$ cat config.mk
export PLATFORM = sky130hd
export DESIGN_NAME = rtc_reduce_stage
export DESIGN_NICKNAME = d
export VERILOG_FILES = /design/src/design/rtc_pkg.sv /design/src/design/rtc_reduce_stage.sv
export SDC_FILE = /design/constraint.sdc
export NUM_CORES = 2
export LEC_CHECK = 0
export ABC_AREA = 1
export BUFFER_PORTS_ARGS = -buffer_cell sky130_fd_sc_hd__buf_4
export CAP_MARGIN = 5
export CORE_AREA = 2 2 718 720
export CTS_CLUSTER_DIAMETER = 60
export CTS_CLUSTER_SIZE = 14
export DETAILED_ROUTE_END_ITERATION = 8
export DIE_AREA = 0 0 720 722
export PLACE_DENSITY = 0.41
export SYNTH_ARGS = -nofsm -noshare
export SYNTH_HDL_FRONTEND = slang
export SYNTH_SLANG_ARGS = --single-unit
$ cat constraint.sdc
create_clock -name clock -period 27.6 [get_ports clock]
set_input_delay 5.52 -clock clock [delete_from_list [all_inputs] [get_ports clock]]
set_output_delay 5.52 -clock clock [all_outputs]
set_load 0.02 [all_outputs]
$ cat src/design/rtc_pkg.sv
// shared types, constants and rounding helper for the rigid transform composer
`timescale 1ns / 1ps

package rtc_pkg;

   localparam int QW     = 32;        // q16.16 word
   localparam int PW     = 2 * QW;    // full product, q32.32
   localparam int SW     = PW + 2;    // sum of three products plus a scaled term
   localparam int FRAC   = 16;        // fraction bits dropped when rounding
   localparam int RW     = SW - FRAC; // width after the rounding shift
   localparam int NTOOL  = 12;        // 3x4 tool matrix
   localparam int NPAIR  = NTOOL / 2; // csr registers, two entries each
   localparam int CSR_IW = 3;         // enough for the six registers

   typedef logic signed [QW-1:0] q16_type;
   typedef logic signed [SW-1:0] sum_type;
   typedef logic [NTOOL-1:0][QW-1:0] tool_type;

   typedef enum logic {
      CMD_COMPOSE = 1'b0,
      CMD_INVERSE = 1'b1
   } cmd_type;

   typedef struct packed {
      logic    sat;
      q16_type val;
   } rsat_type;

   // one pose row as it enters the pipe
   typedef struct packed {
      cmd_type             cmd;
      logic [1:0]          row;
      logic [2:0][QW-1:0]  e;
      q16_type             e3;
   } item_type;

   // after the product stage
   typedef struct packed {
      cmd_type             cmd;
      logic [1:0]          row;
      logic [2:0][QW-1:0]  e;
      q16_type             e3;
      logic [11:0][PW-1:0] prod;   // 3c+k: rotation terms, 9+k: column 3 compose terms
      logic [8:0][PW-1:0]  dprod;  // 3k+j: tool column k times tool translation
   } p1_type;

   // after the sum stage
   typedef struct packed {
      cmd_type             cmd;
      logic [1:0]          row;
      logic [2:0][QW-1:0]  e;
      q16_type             e3;
      logic [3:0][SW-1:0]  sum;
      logic [2:0][SW-1:0]  dsum;
   } p2_type;

   // after the rounding stage
   typedef struct packed {
      cmd_type             cmd;
      logic [1:0]          row;
      logic [2:0][QW-1:0]  e;
      q16_type             e3;
      logic [3:0][QW-1:0]  res;
      logic [2:0][QW-1:0]  d;
      logic                res_sat;
      logic                col3_sat;
      logic                d_sat;
   } p3_type;

   // after the inverse translation products
   typedef struct packed {
      cmd_type             cmd;
      logic [1:0]          row;
      logic [3:0][QW-1:0]  res;
      q16_type             e3;
      logic [2:0][PW-1:0]  ed;
      logic                res_sat;
      logic                col3_sat;
      logic                d_sat;
   } p4_type;

   // finished result row
   typedef struct packed {
      logic [1:0] row;
      q16_type    x;
      q16_type    y;
      q16_type    z;
      q16_type    shift;
      logic       sat;
   } out_type;

   // round half up from q32.32 to q16.16, then clip to 32 bits
   function automatic rsat_type round_sat(input sum_type s);
      sum_type           t;
      logic [RW-1:0]     v;
      rsat_type          r;
      t = s + (sum_type'(1) <<< (FRAC - 1));
      v = t[SW-1:FRAC];
      r.sat = !((&v[RW-1:QW-1]) || !(|v[RW-1:QW-1]));
      if (r.sat) begin
         r.val = v[RW-1] ? {1'b1, {(QW-1){1'b0}}} : {1'b0, {(QW-1){1'b1}}};
      end else begin
         r.val = v[QW-1:0];
      end
      return r;
   endfunction

endpackage

$ cat src/design/rtc_reduce_stage.sv
// second and third pipe stages: sum the products, then round and clip
`timescale 1ns / 1ps

module rtc_reduce_stage (
   input  logic             clock,
   input  logic             reset,
   input  logic             in_valid,
   output logic             in_ready,
   input  rtc_pkg::p1_type  in_data,
   output logic             out_valid,
   input  logic             out_ready,
   output rtc_pkg::p3_type  out_data
);
   import rtc_pkg::*;

   logic   valid2_ff;
   logic   valid2_in;
   logic   valid3_ff;
   logic   valid3_in;
   logic   ready2;
   logic   ready3;
   p2_type data2_ff;
   p2_type data2_in;
   p3_type data3_ff;
   p3_type data3_in;

   assign ready3    = !valid3_ff || out_ready;
   assign ready2    = !valid2_ff || ready3;
   assign in_ready  = ready2;
   assign valid2_in = ready2 ? in_valid : valid2_ff;
   assign valid3_in = ready3 ? valid2_ff : valid3_ff;

   // sums
   always_comb begin
      sum_type acc;
      data2_in.cmd = in_data.cmd;
      data2_in.row = in_data.row;
      data2_in.e   = in_data.e;
      data2_in.e3  = in_data.e3;
      for (int c = 0; c < 4; c++) begin
         acc = (c == 3) ? (sum_type'($signed(in_data.e3)) <<< FRAC) : '0;
         for (int k = 0; k < 3; k++) begin
            acc = acc + sum_type'($signed(in_data.prod[3*c+k]));
         end
         data2_in.sum[c] = acc;
      end
      for (int k = 0; k < 3; k++) begin
         acc = '0;
         for (int j = 0; j < 3; j++) begin
            acc = acc + sum_type'($signed(in_data.dprod[3*k+j]));
         end
         data2_in.dsum[k] = acc;
      end
   end

   // rounding and clipping
   always_comb begin
      rsat_type r;
      data3_in.cmd      = data2_ff.cmd;
      data3_in.row      = data2_ff.row;
      data3_in.e        = data2_ff.e;
      data3_in.e3       = data2_ff.e3;
      data3_in.res_sat  = 1'b0;
      data3_in.col3_sat = 1'b0;
      data3_in.d_sat    = 1'b0;
      for (int c = 0; c < 4; c++) begin
         r = round_sat(data2_ff.sum[c]);
         data3_in.res[c] = r.val;
         if (c == 3) begin
            data3_in.col3_sat = r.sat;
         end else begin
            data3_in.res_sat = data3_in.res_sat | r.sat;
         end
      end
      for (int k = 0; k < 3; k++) begin
         r = round_sat(data2_ff.dsum[k]);
         data3_in.d[k]  = r.val;
         data3_in.d_sat = data3_in.d_sat | r.sat;
      end
   end

   always_ff @(posedge clock) begin
      if (reset) begin
         valid2_ff <= 1'b0;
         valid3_ff <= 1'b0;
      end else begin
         valid2_ff <= valid2_in;
         valid3_ff <= valid3_in;
      end
   end

   always_ff @(posedge clock) begin
      if (in_valid && ready2) begin
         data2_ff <= data2_in;
      end
      if (valid2_ff && ready3) begin
         data3_ff <= data3_in;
      end
   end

   assign out_valid = valid3_ff;
   assign out_data  = data3_ff;

endmodule

==> impl_metrics.env <==
export IMPL_cp_common_cell="buf_4"
export IMPL_busiest_layer="met2"
export IMPL_outcome="finished clean"
export IMPL_ios=1839
export IMPL_synthTopCellsByCount="nand2_1 (3118), inv_1 (2006), nor2_1 (1684)"
export IMPL_finClkSkew_ns=0.09837
export IMPL_maxCapViolCount=0
export IMPL_finalCriticalPeriod_ns=11.92
export IMPL_cts_tree="built"
export IMPL_netlist_area_mm2=0.08419
export IMPL_rows=263
export IMPL_synthTopCellsByArea="edfxtp_1 (30%), nand2_1 (14%), fa_1 (12%)"
export IMPL_startpoint_type="input pin"
export IMPL_maxSlewViolCount=0
export IMPL_path_clk_slew_ns=0.07
export IMPL_routed_wl_mm=487.3
export IMPL_cp_arrival_ns=6.40
export IMPL_reg2reg_depth=7
export IMPL_pre_cts_slack_ns=15.60
export IMPL_numClockSinks=848
export IMPL_synth_top_cell_area_share=0.3018
export IMPL_die_y_um=722
export IMPL_synthCells=11450
export IMPL_die_x_um=720
export IMPL_dieArea_mm2=0.5198
export IMPL_max_slew_worst_pin_slew_ns=1.081
export IMPL_avgViaCountPerCell=4.130
export IMPL_drtIter0Drc=6021
export IMPL_hold_viol_final=0
export IMPL_final_period_utilization=0.4319
export IMPL_wl_per_cell_um=24.08
export IMPL_setup_viol=0
export IMPL_yosysMostFrequentCell="nand2_1"
export IMPL_grt_usage=0.1803
export IMPL_layout_nets=15810
export IMPL_vias=83580
export IMPL_power_leakage_nw=49.17
export IMPL_syn_to_final_growth_pct=30.79
export IMPL_drt_pass1_iterations=8
export IMPL_grt_met1_usage=0.2306
export IMPL_gr_total_overflow=0
export IMPL_synth_seq_cells=848
export IMPL_drt_antenna_violating_nets=0
export IMPL_multi_input_area_mm2=0.05085
export IMPL_async_flop_share=0
export IMPL_final_layout_size_suffix_gt1_frac=0.1563
export IMPL_clock_latency_ns=0.88
export IMPL_portBuffers=1838
export IMPL_globalRouteMet3Util=0.02407
export IMPL_regArea_mm2=0.02544
export IMPL_required_ns=22.08
export IMPL_powerDensity_mw_per_mm2=63.01
export IMPL_worstHoldPathCells=0
export IMPL_postCtsResizedCells=0
export IMPL_drc=0
export IMPL_n_fill_cell=58060
export IMPL_path_class="in -> out"
export IMPL_numCtsBuffers=113
export IMPL_crit_cells=4
export IMPL_first_global_vias=84360
export IMPL_synth_area_per_cell_um2=7.354
export IMPL_slew_headroom=0.2771
export IMPL_cpPeakStageDelay_ns=0.31
export IMPL_synth_cell_types=41
export IMPL_core_mm2=0.5117
export IMPL_cts_hold_buf=0
export IMPL_yosysSeqAreaShare=0.3022
export IMPL_ys_flop_type="edfxtp_1"
export IMPL_hold_path_class="reg -> reg"
export IMPL_gp_congestion=0.9824
export IMPL_dpl_instance_area_mm2=0.1062
export IMPL_vdd_drop_max_mv=0.04873
export IMPL_grt_pass1_wl_mm=658.9
export IMPL_postCtsSetupBuffers=0
export IMPL_fin_area_mm2=0.1101
export IMPL_ys_warn_count=0
export IMPL_critical_path_buf_inv_count=3
export IMPL_yosysTopAreaCell="edfxtp_1"
export IMPL_timing_fmax_mhz=83.89
export IMPL_grt_antenna_before_repair=93
export IMPL_grt_max_degree=93
export IMPL_cp_max_fo=3
export IMPL_hpwl_mm=444.1
export IMPL_initial_core_util=0.1645
export IMPL_crit_slowest_cell="nand3_1"
export IMPL_final_cells=20240
export IMPL_root_buffer="clkbuf_16"
export IMPL_crit_path_end_kind="primary output"
export IMPL_cts_max_level=3
export IMPL_setup_ws_ns=15.68
export IMPL_rsz0062_at_grt="no"
export IMPL_syn_nets=13890
export IMPL_cp_cell_sequence="buf_4, inv_1, nand3_1, buf_4"
export IMPL_cts_buffer_depth=4
export IMPL_crit_family="buffers and inverters"
export IMPL_finalSetupTns_ns=0
export IMPL_grtUsageMet2=0.3135
export IMPL_place_inst=20020
export IMPL_synth_edf_count=846
-- sequential cells by signal, summed over array words and instances, names as in the netlist --
name,flops
valid2_ff,1
data2_ff,488
out_valid,1
out_data,358
-- final timing paths --
check | from | end | slack (ns)
worst min register to register | data2_ff[533] | out_data[298] | 0.40
worst max-delay path | out_ready | in_ready | 15.68
worst max register to register | out_valid | data2_ff[321] | 22.49
worst min-delay path | data2_ff[533] | out_data[298] | 0.40
-- where the power goes --
part / switching (W) / leakage [nW] / total, W / internal (W)
combinational: 0.00229 / 39.2 / 0.00337 / 0.00108
clock: 0.000677 / 1.86 / 0.00152 / 0.000847
sequential: 0.000283 / 8.14 / 0.00204 / 0.00176
-- logic make-up (layout without fill, tap and decap cells) --
kind of cell / Yosys count / after routing / synth area share
AND/OR/NAND/NOR: 5726 / 5726 / 0.2745
buffers and inverters: 2050 / 4060 / 0.09397
AO/OA/AOI/OAI: 1419 / 1419 / 0.09674
adder cells (fa/ha/maj): 958 / 958 / 0.1861
flip-flops: 848 / 848 / 0.3022
XOR/XNOR: 447 / 447 / 0.04650
other: 0 / 21 / 0
-- routing by layer --
layer,vias to the layer above,part of all wire
met5,-,0.00028
met4,20,0.036
met3,476,0.051
met2,2581,0.48
met1,39930,0.43
li1,40570,-
-- cell type report --
type | count | area share
sequential | 848 | 0.2311
clock inverter | 75 | 0.008670
timing repair buffer | 1855 | 0.1266
inverter | 2007 | 0.06849
tap | 6757 | 0.07678
antenna | 21 | 0.0004772
multi-input combinational | 8550 | 0.4618
clock buffer | 123 | 0.02611
-- stage by stage --
| step | total power [W] | util | hold slack (ns) |
|---|---|---|---|
| 2_1_floorplan | 0.003846 | - | 0.4003 |
| 4_1_cts | 0.007006 | 0.2151 | 0.3851 |
| 5_1_grt | 0.007389 | 0.2152 | 0.3946 |
| 3_3_place_gp | 0.005443 | 0.2076 | 0.4002 |
| 3_5_place_dp | 0.005432 | 0.2076 | 0.4045 |
| 6_report | 0.006938 | 0.2152 | 0.4012 |
-- placed cells by master (no fill, tap or decap), types with 18 or more instances in the layout --
cell	n
a21boi_0	25
a21o_1	156
a21oi_1	589
a31oi_1	103
buf_4	1854
clkbuf_16	113
diode_2	21
edfxtp_1	846
fa_1	490
ha_1	468
inv_1	2005
inv_6	18
nand2_1	3118
nand3_1	525
nand4_1	159
nor2_1	1684
nor2_2	22
nor3_1	129
nor4_1	32
o21a_1	47
o21ai_0	367
o21bai_1	87
xnor2_1	182
xor2_1	265
-- worst register-to-register path: stages, from the launching register on --
cell	delay, ns
dfxtp_1	0.41
nand3_1	0.34
nand2_1	0.25
inv_8	0.46
buf_4	0.78
buf_4	0.78
buf_4	0.73
buf_4	0.83
(Power assumes the default switching activity.)
