**src/design/rtc_pkg.sv**
```systemverilog
// shared types, constants and rounding helper for the rigid transform composer
`timescale 1ns / 1ps

package rtc_pkg;

   localparam int QW     = 32;        // q16.16 word
   localparam int PW     = 2 * QW;    // full product, q32.32
   localparam int SW     = PW + 2;    // sum of three products plus a scaled term
   localparam int FRAC   = 16;        // fraction bits dropped when rounding
   localparam int RW     = SW - FRAC; // width after the rounding shift
   localparam int NTOOL  = 12;        // 3x4 tool matrix
   localparam int NPAIR  = NTOOL / 2; // csr registers, two entries each
   localparam int CSR_IW = 3;         // enough for the six registers

   typedef logic signed [QW-1:0] q16_type;
   typedef logic signed [SW-1:0] sum_type;
   typedef logic [NTOOL-1:0][QW-1:0] tool_type;

   typedef enum logic {
      CMD_COMPOSE = 1'b0,
      CMD_INVERSE = 1'b1
   } cmd_type;

   typedef struct packed {
      logic    sat;
      q16_type val;
   } rsat_type;

   // one pose row as it enters the pipe
   typedef struct packed {
      cmd_type             cmd;
      logic [1:0]          row;
      logic [2:0][QW-1:0]  e;
      q16_type             e3;
   } item_type;

   // after the product stage
   typedef struct packed {
      cmd_type             cmd;
      logic [1:0]          row;
      logic [2:0][QW-1:0]  e;
      q16_type             e3;
      logic [11:0][PW-1:0] prod;   // 3c+k: rotation terms, 9+k: column 3 compose terms
      logic [8:0][PW-1:0]  dprod;  // 3k+j: tool column k times tool translation
   } p1_type;

   // after the sum stage
   typedef struct packed {
      cmd_type             cmd;
      logic [1:0]          row;
      logic [2:0][QW-1:0]  e;
      q16_type             e3;
      logic [3:0][SW-1:0]  sum;
      logic [2:0][SW-1:0]  dsum;
   } p2_type;

   // after the rounding stage
   typedef struct packed {
      cmd_type             cmd;
      logic [1:0]          row;
      logic [2:0][QW-1:0]  e;
      q16_type             e3;
      logic [3:0][QW-1:0]  res;
      logic [2:0][QW-1:0]  d;
      logic                res_sat;
      logic                col3_sat;
      logic                d_sat;
   } p3_type;

   // after the inverse translation products
   typedef struct packed {
      cmd_type             cmd;
      logic [1:0]          row;
      logic [3:0][QW-1:0]  res;
      q16_type             e3;
      logic [2:0][PW-1:0]  ed;
      logic                res_sat;
      logic                col3_sat;
      logic                d_sat;
   } p4_type;

   // finished result row
   typedef struct packed {
      logic [1:0] row;
      q16_type    x;
      q16_type    y;
      q16_type    z;
      q16_type    shift;
      logic       sat;
   } out_type;

   // round half up from q32.32 to q16.16, then clip to 32 bits
   function automatic rsat_type round_sat(input sum_type s);
      sum_type           t;
      logic [RW-1:0]     v;
      rsat_type          r;
      t = s + (sum_type'(1) <<< (FRAC - 1));
      v = t[SW-1:FRAC];
      r.sat = !((&v[RW-1:QW-1]) || !(|v[RW-1:QW-1]));
      if (r.sat) begin
         r.val = v[RW-1] ? {1'b1, {(QW-1){1'b0}}} : {1'b0, {(QW-1){1'b1}}};
      end else begin
         r.val = v[QW-1:0];
      end
      return r;
   endfunction

endpackage

```
**src/design/rtc_tool_regs.sv**
```systemverilog
// tool transform configuration registers
`timescale 1ns / 1ps

module rtc_tool_regs (
   input  logic                        clock,
   input  logic                        reset,
   input  logic                        csr_wr_en,
   input  logic [rtc_pkg::CSR_IW-1:0]  csr_index,
   input  logic [rtc_pkg::PW-1:0]      csr_wdata,
   output rtc_pkg::tool_type           tool
);
   import rtc_pkg::*;

   logic [NPAIR-1:0][PW-1:0] pair_ff;
   logic [NPAIR-1:0][PW-1:0] pair_in;

   always_comb begin
      pair_in = pair_ff;
      for (int p = 0; p < NPAIR; p++) begin
         if (csr_wr_en && (csr_index == CSR_IW'(p))) begin
            pair_in[p] = csr_wdata;
         end
      end
   end

   always_ff @(posedge clock) begin
      if (reset) begin
         pair_ff <= '0;
      end else begin
         pair_ff <= pair_in;
      end
   end

   // entry 2p in the low half, 2p+1 in the high half
   always_comb begin
      for (int p = 0; p < NPAIR; p++) begin
         tool[2*p]   = pair_ff[p][QW-1:0];
         tool[2*p+1] = pair_ff[p][PW-1:QW];
      end
   end

endmodule

```
**config.mk**
```make
export PLATFORM = sky130hd
export DESIGN_NAME = rtc_tool_regs
export DESIGN_NICKNAME = d
export VERILOG_FILES = /design/src/design/rtc_pkg.sv /design/src/design/rtc_tool_regs.sv
export SDC_FILE = /design/constraint.sdc
export NUM_CORES = 1
export LEC_CHECK = 0
export BUFFER_PORTS_ARGS = -buffer_cell sky130_fd_sc_hd__clkbuf_2
export CAP_MARGIN = 20
export CORE_AREA = 3 3 177 179
export DETAILED_ROUTE_END_ITERATION = 12
export DIE_AREA = 0 0 180 182
export PLACE_DENSITY = 0.77
export SKIP_CTS_REPAIR_TIMING = 1
export SLEW_MARGIN = 20
export SYNTH_ARGS = -nofsm -noshare
export SYNTH_HDL_FRONTEND = slang
export SYNTH_SLANG_ARGS = --single-unit
export TNS_END_PERCENT = 1
```
**constraint.sdc**
```tcl
create_clock -name clock -period 2.05 [get_ports clock]
set_input_delay 0.615 -clock clock [delete_from_list [all_inputs] [get_ports clock]]
set_output_delay 0.615 -clock clock [all_outputs]
set_load 0.02 [all_outputs]
```
==> results.md, run 1 <==
* Total number of vias at between 10000 and 15000
* Max Slew Vio Count at 0
* First-pass GRT wire length at roughly 63 mm
* Dpl cells at between 2000 and 2500
* Max FO, Critical Path at 2
* Slew HR at 0.501
* Die Wd at 180 um
* Sequential share of the synthesized area at 0.518
* Final WS setup at about 0.35 ns
* CTS Buf Count at 40
* Yosys cell types at 13
* Row cnt at 63
* Placer Congestion at approximately 0.83
* VDD IR-drop max at roughly 550 uV
* Largest register FFs at ~380
* RSZ-0062 raised after global routing: false
* Worst slack, placed at 0.0478 ns
* Post-Route Skew at 0 ns
* Fin Setup TNS at 0 ns
* Tmin final at roughly 1.7 ns
* CP peak stage delay at 0.37 ns
* Critical Path Slowest Stage Cell: dfxtp_1
* Max Freq at 587 MHz
* Nets at about 1800
* Share of layout cells above drive strength 1 at 0.311
* HP Class: reg2reg
* Area grow syn2layout at 28.0%
* Startpoint Class: flip-flop
* Total Routed Length at approximately 40 mm
* Period utilisation layout at 0.831
* ANT nets after route at 0
* Port bufs at approximately 450
* Worst EP arrival at 1.09 ns
* Buf/Inv on CP at 1
* Initial antenna violation count at 1
* Syn_nets at 1387
* Clock slew seen by the registers of the worst setup and hold paths at around 0.06 ns
* Storage cell area at around 0.0077 sq mm
* Detailed Routing Iterations Pass 1 at 4
* CP Cell Sequence: clkbuf_2
* Yosys warning count at 0
* Initial core utilization at 0.499
* Leak at 9.93 nW
* Vias in the first global route at 10990
* Pwr per Cell Area at about 850 mW/mm^2
* Synth Register Bits at roughly 380
* Fin. Hold Viols at 0
* Die area at around 0.033 sq mm
* Finished Cell Area at between 0.015 and 0.02 sq mm
* DR iter-0 viols at around 400
* Req. time, crit path at 1.43 ns
* Layout filler cell count at around 2400
* Remaining global-route overflow at 0
* Vias per std cell at ~5.0
* Boundary Pins at 454
* CTS H-tree lvls at 2
* Core region area at approximately 0.030 sq mm
* Post-detail-place hpwl at approximately 29 mm
* Total power at roughly 16 mW
* Global Route Usage Sum at 0.238
* Status: finished, final reports clean
* Syn avg cell area at 11.3 sq um
* Clock Latency Late Sink at 0.50 ns
* Delay-heaviest family, CP: flip-flops
* Core Util, Final at 0.639
* Synth Instances at between 1000 and 1500
* Clk sinks at 384
* Placed standard-cell area at 0.0177 sq mm
* Remaining DRCs at 0
* Worst-Margin Slew at about 0.75 ns
* CTS Buffer Depth at 3
* Final Non-Filler Cells at between 2000 and 2500
* Mapped cell area at between 0.01 and 0.015 sq mm
* CTS tree: yes
* Area of the multi-input gates at about 0.0068 sq mm
* Die Ht at ~180 um
* Max Cap Viol at 0
* Setup violators final at 0
* Crit Path Category: reg2out
* Hold_ws at 0.469 ns
* Crit end category: primary output
* Pin count of the biggest net entering global routing at 62
* CTS root buffer: clkbuf_16
* Drt wl/cell at 18.8 um
==> placed cells by master (no fill, tap or decap), drive strengths merged <==
cell type,synthesis,routed
bufinv,0,2
dfxtp,384,384
clkinvlp,0,1
nand4bb,3,3
clkinv,0,3
nand2b,448,448
nand4b,2,2
or4b,1,1
mux2i,384,384
nor4b,1,1
buf,43,39
and4bb,1,1
diode,0,1
clkbuf,50,514
==> power by group <==
group | total [mW] | switching, mW | leakage [nW] | internal, mW
Clock | 7.12 | 2.83 | 0.635 | 4.30
Combinational | 1.26 | 0.745 | 6.19 | 0.514
Sequential | 7.72 | 0.0904 | 3.11 | 7.63
Total | 16.1 | 3.66 | 9.93 | 12.4
==> logic make-up after synthesis <==
group | synth area share
flip-flops | 0.518
AND/OR/NAND/NOR | 0.194
buffers and inverters | 0.0285
multiplexers | 0.259
==> area by class of cell <==
cell class | count | share of cell area
Timing Repair Buffer | 492 | 0.144
Antenna cell | 1 | 0.000132
Clock buffer | 61 | 0.0638
Sequential cell | 384 | 0.405
Clock inverter | 6 | 0.00435
Multi-Input combinational cell | 840 | 0.357
Tap cell | 390 | 0.0257
==> per-layer routing <==
metal	GRT usage	share of wire
met1	0.280	0.40
met2	0.414	0.48
met3	0.0689	0.076
met4	0.0869	0.035
met5	0	0
==> cells in the mapped netlist (all sizes together) <==
| cell type | n | share of area |
|---|---|---|
| nand2b | 448 | 0.19 |
| dfxtp | 384 | 0.52 |
| mux2i | 384 | 0.26 |
| clkbuf | 50 | 0.013 |
| buf | 43 | 0.016 |
| nand4bb | 3 | 0.0023 |
| nand4b | 2 | 0.0012 |
| and4bb | 1 | 0.00084 |
| nor4b | 1 | 0.00059 |
| or4b | 1 | 0.00067 |
==> final timing paths <==
kind / start / to / slack, ns / cells after the start
worst max register to register: tool[82] / tool[82] / 1.39 / 2
worst min register to register: tool[42] / tool[42] / 0.47 / 2
worst max-delay path: tool[82] / tool[82] / 0.35 / 1
worst min-delay path: tool[42] / tool[42] / 0.47 / 2
Power figures use the tool's default switching activity.
==> run 2, diff against run 1 <==
CORE_AREA = 3 3 184 186   (was 3 3 177 179)
DIE_AREA = 0 0 187 189   (was 0 0 180 182)
PLACE_DENSITY = 0.75   (was 0.77)
clock period = 1.45 ns   (was 2.05 ns; I/O delays follow)
==> run 2 against run 1 <==
Against the previous run:
- the run now ends with setup timing left
- flip-flop and latch count unchanged
- via count grew 3.7%
- cell count increased by 4.4%
- cell area is 12% higher
- sequential share of layout area is 2.9 points lower
- worst hold slack worse by 0.16 ns
- register-to-register slack got worse by 0.64 ns
- non-clock buffer count increased by 39
- total power is 45% higher
- core utilization up 1.5 points
- combinational power is 63% higher
- highest routed layer unchanged
==> results.md, run 2 (synthesis gave the netlist of run 1 again) <==
* Total number of vias at 11202 (+3.7%)
* Startpoint Class: flip-flop
* Row cnt at 66 (+4.8%)
* VDD IR-drop max at 847 uV (+54%)
* Most common cell after layout, fill and taps aside: nand2b_1
* Fin. Hold Viols at 0 (unchanged)
* Boundary Pins at 454 (unchanged)
* RSZ-0062 raised after global routing: true
* Initial antenna violation count at 1 (unchanged)
* Sw Pwr at 5.37 mW (+47%)
* CTS Buf Count at 40 (unchanged)
* Pin count of the biggest net entering global routing at 57 (-8.1%)
* Share of layout cells above drive strength 1 at 0.456 (+0.145)
* Max Cap Viol at 0 (unchanged)
* Delay-heaviest family, CP: flip-flops
* CP peak stage delay at 0.35 ns (-0.02 ns)
* Placer Congestion at 0.833 (+0.20%)
* Remaining DRCs at 0 (unchanged)
* Clk sinks at 384 (unchanged)
* Clk network pwr share at 0.441 (about the same)
* Clock slew seen by the registers of the worst setup and hold paths at 0.06 ns (about the same)
* Nets at 1867 (+2.1%)
* HP Class: in2reg
* Switching Share at 0.230 (+0.00295)
* Critical Path Slowest Stage Cell: dfxtp_1
* Tmin final at ~1.5 ns
* Post-detail-place hpwl at 29.9 mm (+3.0%)
* Max Slew Vio Count at 0 (unchanged)
* Port bufs at 453 (unchanged)
* Initial core utilization at 0.457 (-0.0421)
* Status: finished, violations left
* CP Cell Sequence: buf_4
* Buf/Inv on CP at 1 (unchanged)
* Max FO, Critical Path at 2 (unchanged)
* Die Ht at 189 um (+3.8%)
* DR iter-0 viols at 417 (+3.5%)
* CTS Buffer Depth at 3 (unchanged)
* Total Routed Length at 43.7 mm (+7.0%)
* Req. time, crit path at 1.02 ns (-0.41 ns)
* Post-Route Skew at 0 ns (unchanged)
* ANT nets after route at 0 (unchanged)
* Drt wl/cell at 19.2 um (+2.5%)
* Crit end category: primary output
* Global Route Usage Sum at 0.227 (-0.0114)
* Final Non-Filler Cells at 2270 (+4.4%)
* Layout filler cell count at 2405 (-0.33%)
* Remaining global-route overflow at 0 (unchanged)
* Placed standard-cell area at 0.0181 sq mm (+2.6%)
* Failing checks: setup timing
* Vias per std cell at 4.93 (-0.69%)
* Worst-Margin Slew at 0.380 ns (-0.369 ns)
* Pwr per Cell Area at 1100 mW/mm^2 (+29%)
* Clock Latency Late Sink at 0.51 ns (about the same)
* Seq pwr share at 0.471 (-0.008)
* Crit Path Category: reg2out
* Leak at 10.7 nW (+7.6%)
* First-pass GRT wire length at 64.5 mm (+2.2%)
* Die Wd at 187 um (+3.9%)
* Int Pwr at 17.9 mW (+44%)
* Finished Cell Area at 0.0212 sq mm (+12%)
* Slew HR at 0.747 (+0.246)
* Comb pwr share at 0.088 (+0.010)
* Worst EP arrival at 1.02 ns (-0.07 ns)
* Largest register FFs at 384 (unchanged)
* Core region area at 0.0325 sq mm (+9.2%)
* Most frequent cells in the layout: 448 x nand2b_1, 384 x mux2i_1, 278 x buf_4
* Area grow syn2layout at 43.1%
* Dpl cells at 2197 (+4.3%)
* Vias in the first global route at 11307 (+2.9%)
* CTS H-tree lvls at 2 (unchanged)
* Max Freq at a little under 700 MHz
* Die area at 0.0353 sq mm (+7.9%)
* CTS tree: yes
* Period utilisation layout at 1.00
* Setup violators final at 8 (+8)
* CTS root buffer: clkbuf_16
* Final WS setup at -0.00341 ns (-0.350 ns)
* Detailed Routing Iterations Pass 1 at 4 (unchanged)
-- run 2: cell types whose count changed in the layout (fill, tap and decap cells not counted), sizes merged --
cell / change
clkinvlp: -1
clkinv: +5
clkbuf: -375
bufinv: +1
buf: +413
inv: +1
-- run 2: path summary, 6_finish.rpt --
path / startpoint / to / slack, ns / cells past startpoint
worst max-delay path: tool[107] / tool[107] / -0.003 / 1
worst min-delay path: csr_wdata[24] / tool[344] / 0.31 / 4
worst max register to register: tool[292] / tool[292] / 0.75 / 2
worst min register to register: tool[23] / tool[23] / 0.47 / 2
-- run 2: through the flow --
| stage | utilization | hold WS (ns) | power [mW] | TNS (ns) | setup slack (ns) |
|---|---|---|---|---|---|
| after floorplan | - | 0.546 | 12.2 | -0.100 | -0.0100 |
| after global placement | 0.559 | 0.457 | 13.0 | -19.28 | -0.179 |
| after detailed placement | 0.559 | 0.463 | 13.0 | -34.51 | -0.259 |
| after CTS | 0.600 | 0.292 | 23.3 | -13.59 | -0.121 |
| after global routing | 0.654 | 0.304 | 24.0 | -3.50 | -0.0488 |
| final | 0.654 | 0.306 | 23.3 | -0.00994 | -0.00341 |
-- run 2: layout make-up --
| cell class | count | area, sq um | share of cell area |
|---|---|---|---|
| Timing Repair Buffer | 531 | 4600 | 0.216 |
| Clock buffer | 60 | 1180 | 0.0554 |
| Clock inverter | 12 | 139 | 0.00654 |
| Sequential cell | 384 | 7990 | 0.376 |
| Tap cell | 442 | 553 | 0.0260 |
| Antenna cell | 1 | 2.50 | 0.000118 |
| Multi-Input combinational cell | 840 | 6780 | 0.319 |
-- run 2: routing by layer --
metal,part of all wire,global-route usage,routed length [um],up-vias
li1,-,-,-,5299
met1,0.40,0.274,17400,5447
met2,0.49,0.387,21600,362
met3,0.069,0.0609,3030,94
met4,0.037,0.0878,1610,0
met5,0,0,0,-
-- run 2: worst min-delay path, cell delays in order --
cell	delay [ns]
clkbuf_2	0.08
nand2b_1	0.08
buf_4	0.13
mux2i_1	0.05
-- run 2: power groups by stage --
| stage | Sequential, mW | Combinational (mW) | Clock, mW |
|---|---|---|---|
| 4_1_cts | 10.9 | 1.88 | 10.5 |
| 5_1_grt | 11.0 | 2.17 | 10.9 |
| 3_3_place_gp | 11.1 | 1.85 | 0 |
| 2_1_floorplan | 11.4 | 0.817 | 0 |
| 6_report | 11.0 | 2.06 | 10.3 |
| 3_5_place_dp | 11.1 | 1.87 | 0 |
==> run 3, diff against run 2 <==
--- a/constraint.sdc
+++ b/constraint.sdc
@@ -3,2 +3,2 @@
 set_output_delay 0.435 -clock clock [all_outputs]
-set_load 0.02 [all_outputs]
+set_load 0.1 [all_outputs]
==> run 3 against run 2 <==
Against the previous run:
- the flow still finishes with violations (setup timing)
- highest routed layer unchanged
- sequential share of layout area is 5.7 points lower
- routed wire length is 22% higher
- via count is 5.3% higher
==> results.md, run 3 (synthesis gave the netlist of run 1 again) <==
* Max Cap Viol at 0 (unchanged)
* Total Routed Length at 53.1 mm (+22%)
* Storage cell area at 0.00829 sq mm (+3.8%)
* Largest register FFs at 384 (unchanged)
* Share of layout cells above drive strength 1 at 0.543 (+0.0869)
* Most frequent cells in the layout: 448 x nand2b_1, 406 x buf_12, 384 x mux2i_1
* Clock Latency Late Sink at 0.52 ns (about the same)
* Int Pwr at 18.7 mW (+4.3%)
* Drt wl/cell at 23.2 um (+21%)
* Global Route Usage Sum at 0.271 (+0.0438)
* Area grow syn2layout at 75.3%
* Vias in the first global route at 12842 (+14%)
* Hold_ws at 0.316 ns (+0.0101 ns)
* Switching Share at 0.276 (+0.0459)
* CTS Buffer Depth at 3 (unchanged)
* Area of the multi-input gates at 0.00678 sq mm (unchanged)
* Pwr per Cell Area at 993 mW/mm^2 (-9.5%)
* Buf/Inv on CP at 1 (unchanged)
* Vias per std cell at 5.16 (+4.5%)
* Failing checks: setup timing
* RSZ-0062 raised after global routing: true
* CP peak stage delay at 0.38 ns (+0.03 ns)
* CTS H-tree lvls at 2 (unchanged)
* Initial antenna violation count at 0 (-1)
* Max Used Layer: met4
* VDD IR-drop max at 1100 uV (+29%)
* Leak at 11.8 nW (+11%)
* Seq pwr share at 0.427 (-0.044)
* Slew HR at 0.758 (+0.0106)
* CTS tree: yes
* Pin count of the biggest net entering global routing at 65 (+14%)
* Total power at 25.8 mW (+11%)
* Sw Pwr at 7.14 mW (+33%)
* Max Freq at 658 MHz (-4.3%)
* Delay-heaviest family, CP: flip-flops
* Period utilisation layout at 1.05 (+0.0450)
* Post-Route Skew at 0 ns (unchanged)
* Clk sinks at 384 (unchanged)
* Remaining DRCs at 0 (unchanged)
* Worst EP arrival at 1.08 ns (+0.06 ns)
* Boundary Pins at 454 (unchanged)
* Crit end category: primary output
* Tmin final at 1.52 ns (+0.0652 ns)
* WL met3 at 3.55 mm (+17%)
* DR WL met2 at 27.1 mm (+25%)
* HP Class: in2reg
* Placer Congestion at 0.830 (-0.31%)
* Port bufs at 453 (unchanged)
* Die area at 0.0353 sq mm (unchanged)
* Most common cell after layout, fill and taps aside: nand2b_1
* Met1 WL at 19.2 mm (+10%)
* Die Wd at 187 um (unchanged)
* Clk network pwr share at 0.415 (-0.026)
* CTS Buf Count at 40 (unchanged)
* Comb pwr share at 0.158 (+0.070)
* Startpoint Class: flip-flop
* Layout filler cell count at 1591 (-34%)
* Core region area at 0.0325 sq mm (unchanged)
* Final WS setup at -0.0686 ns (-0.0652 ns)
* CP Cell Sequence: buf_12
* Total number of vias at 11791 (+5.3%)
* Detailed Routing Iterations Pass 1 at 4 (unchanged)
* Max FO, Critical Path at 2 (unchanged)
* Post-detail-place hpwl at 35.7 mm (+20%)
* Max Slew Vio Count at 0 (unchanged)
* Clock slew seen by the registers of the worst setup and hold paths at 0.06 ns (about the same)
* Status: finished, violations left
* Remaining global-route overflow at 0 (unchanged)
* Req. time, crit path at 1.02 ns (about the same)
* Critical Path Slowest Stage Cell: dfxtp_4
* Row cnt at 66 (unchanged)
* Initial core utilization at 0.457 (unchanged)
* CTS root buffer: clkbuf_16
* Nets at 1884 (+0.91%)
* First-pass GRT wire length at 75.5 mm (+17%)
* DR iter-0 viols at 449 (+7.7%)
* Fin. Hold Viols at 0 (unchanged)
* Worst-Margin Slew at 0.364 ns (-0.0159 ns)
* Crit Path Category: reg2out
* ANT nets after route at 0 (unchanged)
* N_diodes at 0 (-1)
* Setup violators final at 384 (+376)
* Die Ht at 189 um (unchanged)
[run 3: cell types whose count changed in the layout (fill, tap and decap cells not counted)]
cell / change
clkinv_2: +1
inv_6: -1
dfxtp_2: +102
buf_12: +385
dfxtp_1: -148
clkbuf_8: +2
dfxtp_4: +46
buf_4: -205
clkbuf_2: -10
bufinv_16: +1
buf_6: -147
diode_2: -1
clkbuf_1: -3
buf_2: -6
[run 3: stage by stage]
stage	setup TNS [ns]	area (sq um)	std cells	util	setup WS, ns
final	-14.84	26000	2286	0.801	-0.0686
after global routing	-24.45	26000	2286	0.801	-0.0984
after CTS	-39.72	25400	2285	0.783	-0.199
after detailed placement	-32.63	24000	2213	0.741	-0.250
after global placement	-17.39	24000	2213	0.741	-0.176
after floorplan	-0.100	14800	1317	-	-0.0100
[run 3: final cells by class]
type                       count  share of cell area
timing repair buffer         548               0.347
sequential                   384               0.319
multi-input combinational    840               0.261
clock buffer                  59              0.0459
tap                          442              0.0213
clock inverter                13             0.00635
[run 3: final timing paths]
kind	startpoint	endpoint	slack, ns	depth (start not counted)
worst max register to register	tool[177]	tool[177]	0.68	2
worst min-delay path	csr_wdata[53]	tool[245]	0.32	4
worst max-delay path	tool[243]	tool[243]	-0.07	1
worst min register to register	tool[38]	tool[38]	0.49	2
[run 3: power groups by stage]
stage	combinational [mW]	sequential [mW]	clock, mW
2_1_floorplan	0.818	12.8	0
3_3_place_gp	3.99	11.3	0
3_5_place_dp	4.04	11.3	0
4_1_cts	4.06	11.1	10.8
5_1_grt	4.20	11.0	11.2
6_report	4.09	11.0	10.7
[run 3: worst reg2reg max path, cell delays in order, from the launching register on]
cell,delay (ns)
dfxtp_2,0.37
nand2b_1,0.07
mux2i_1,0.23
[run 3: routing by layer]
metal,vias up,track usage
met4,0,0.151
met2,455,0.485
met3,170,0.0809
li1,5336,-
met1,5830,0.284
met5,-,0
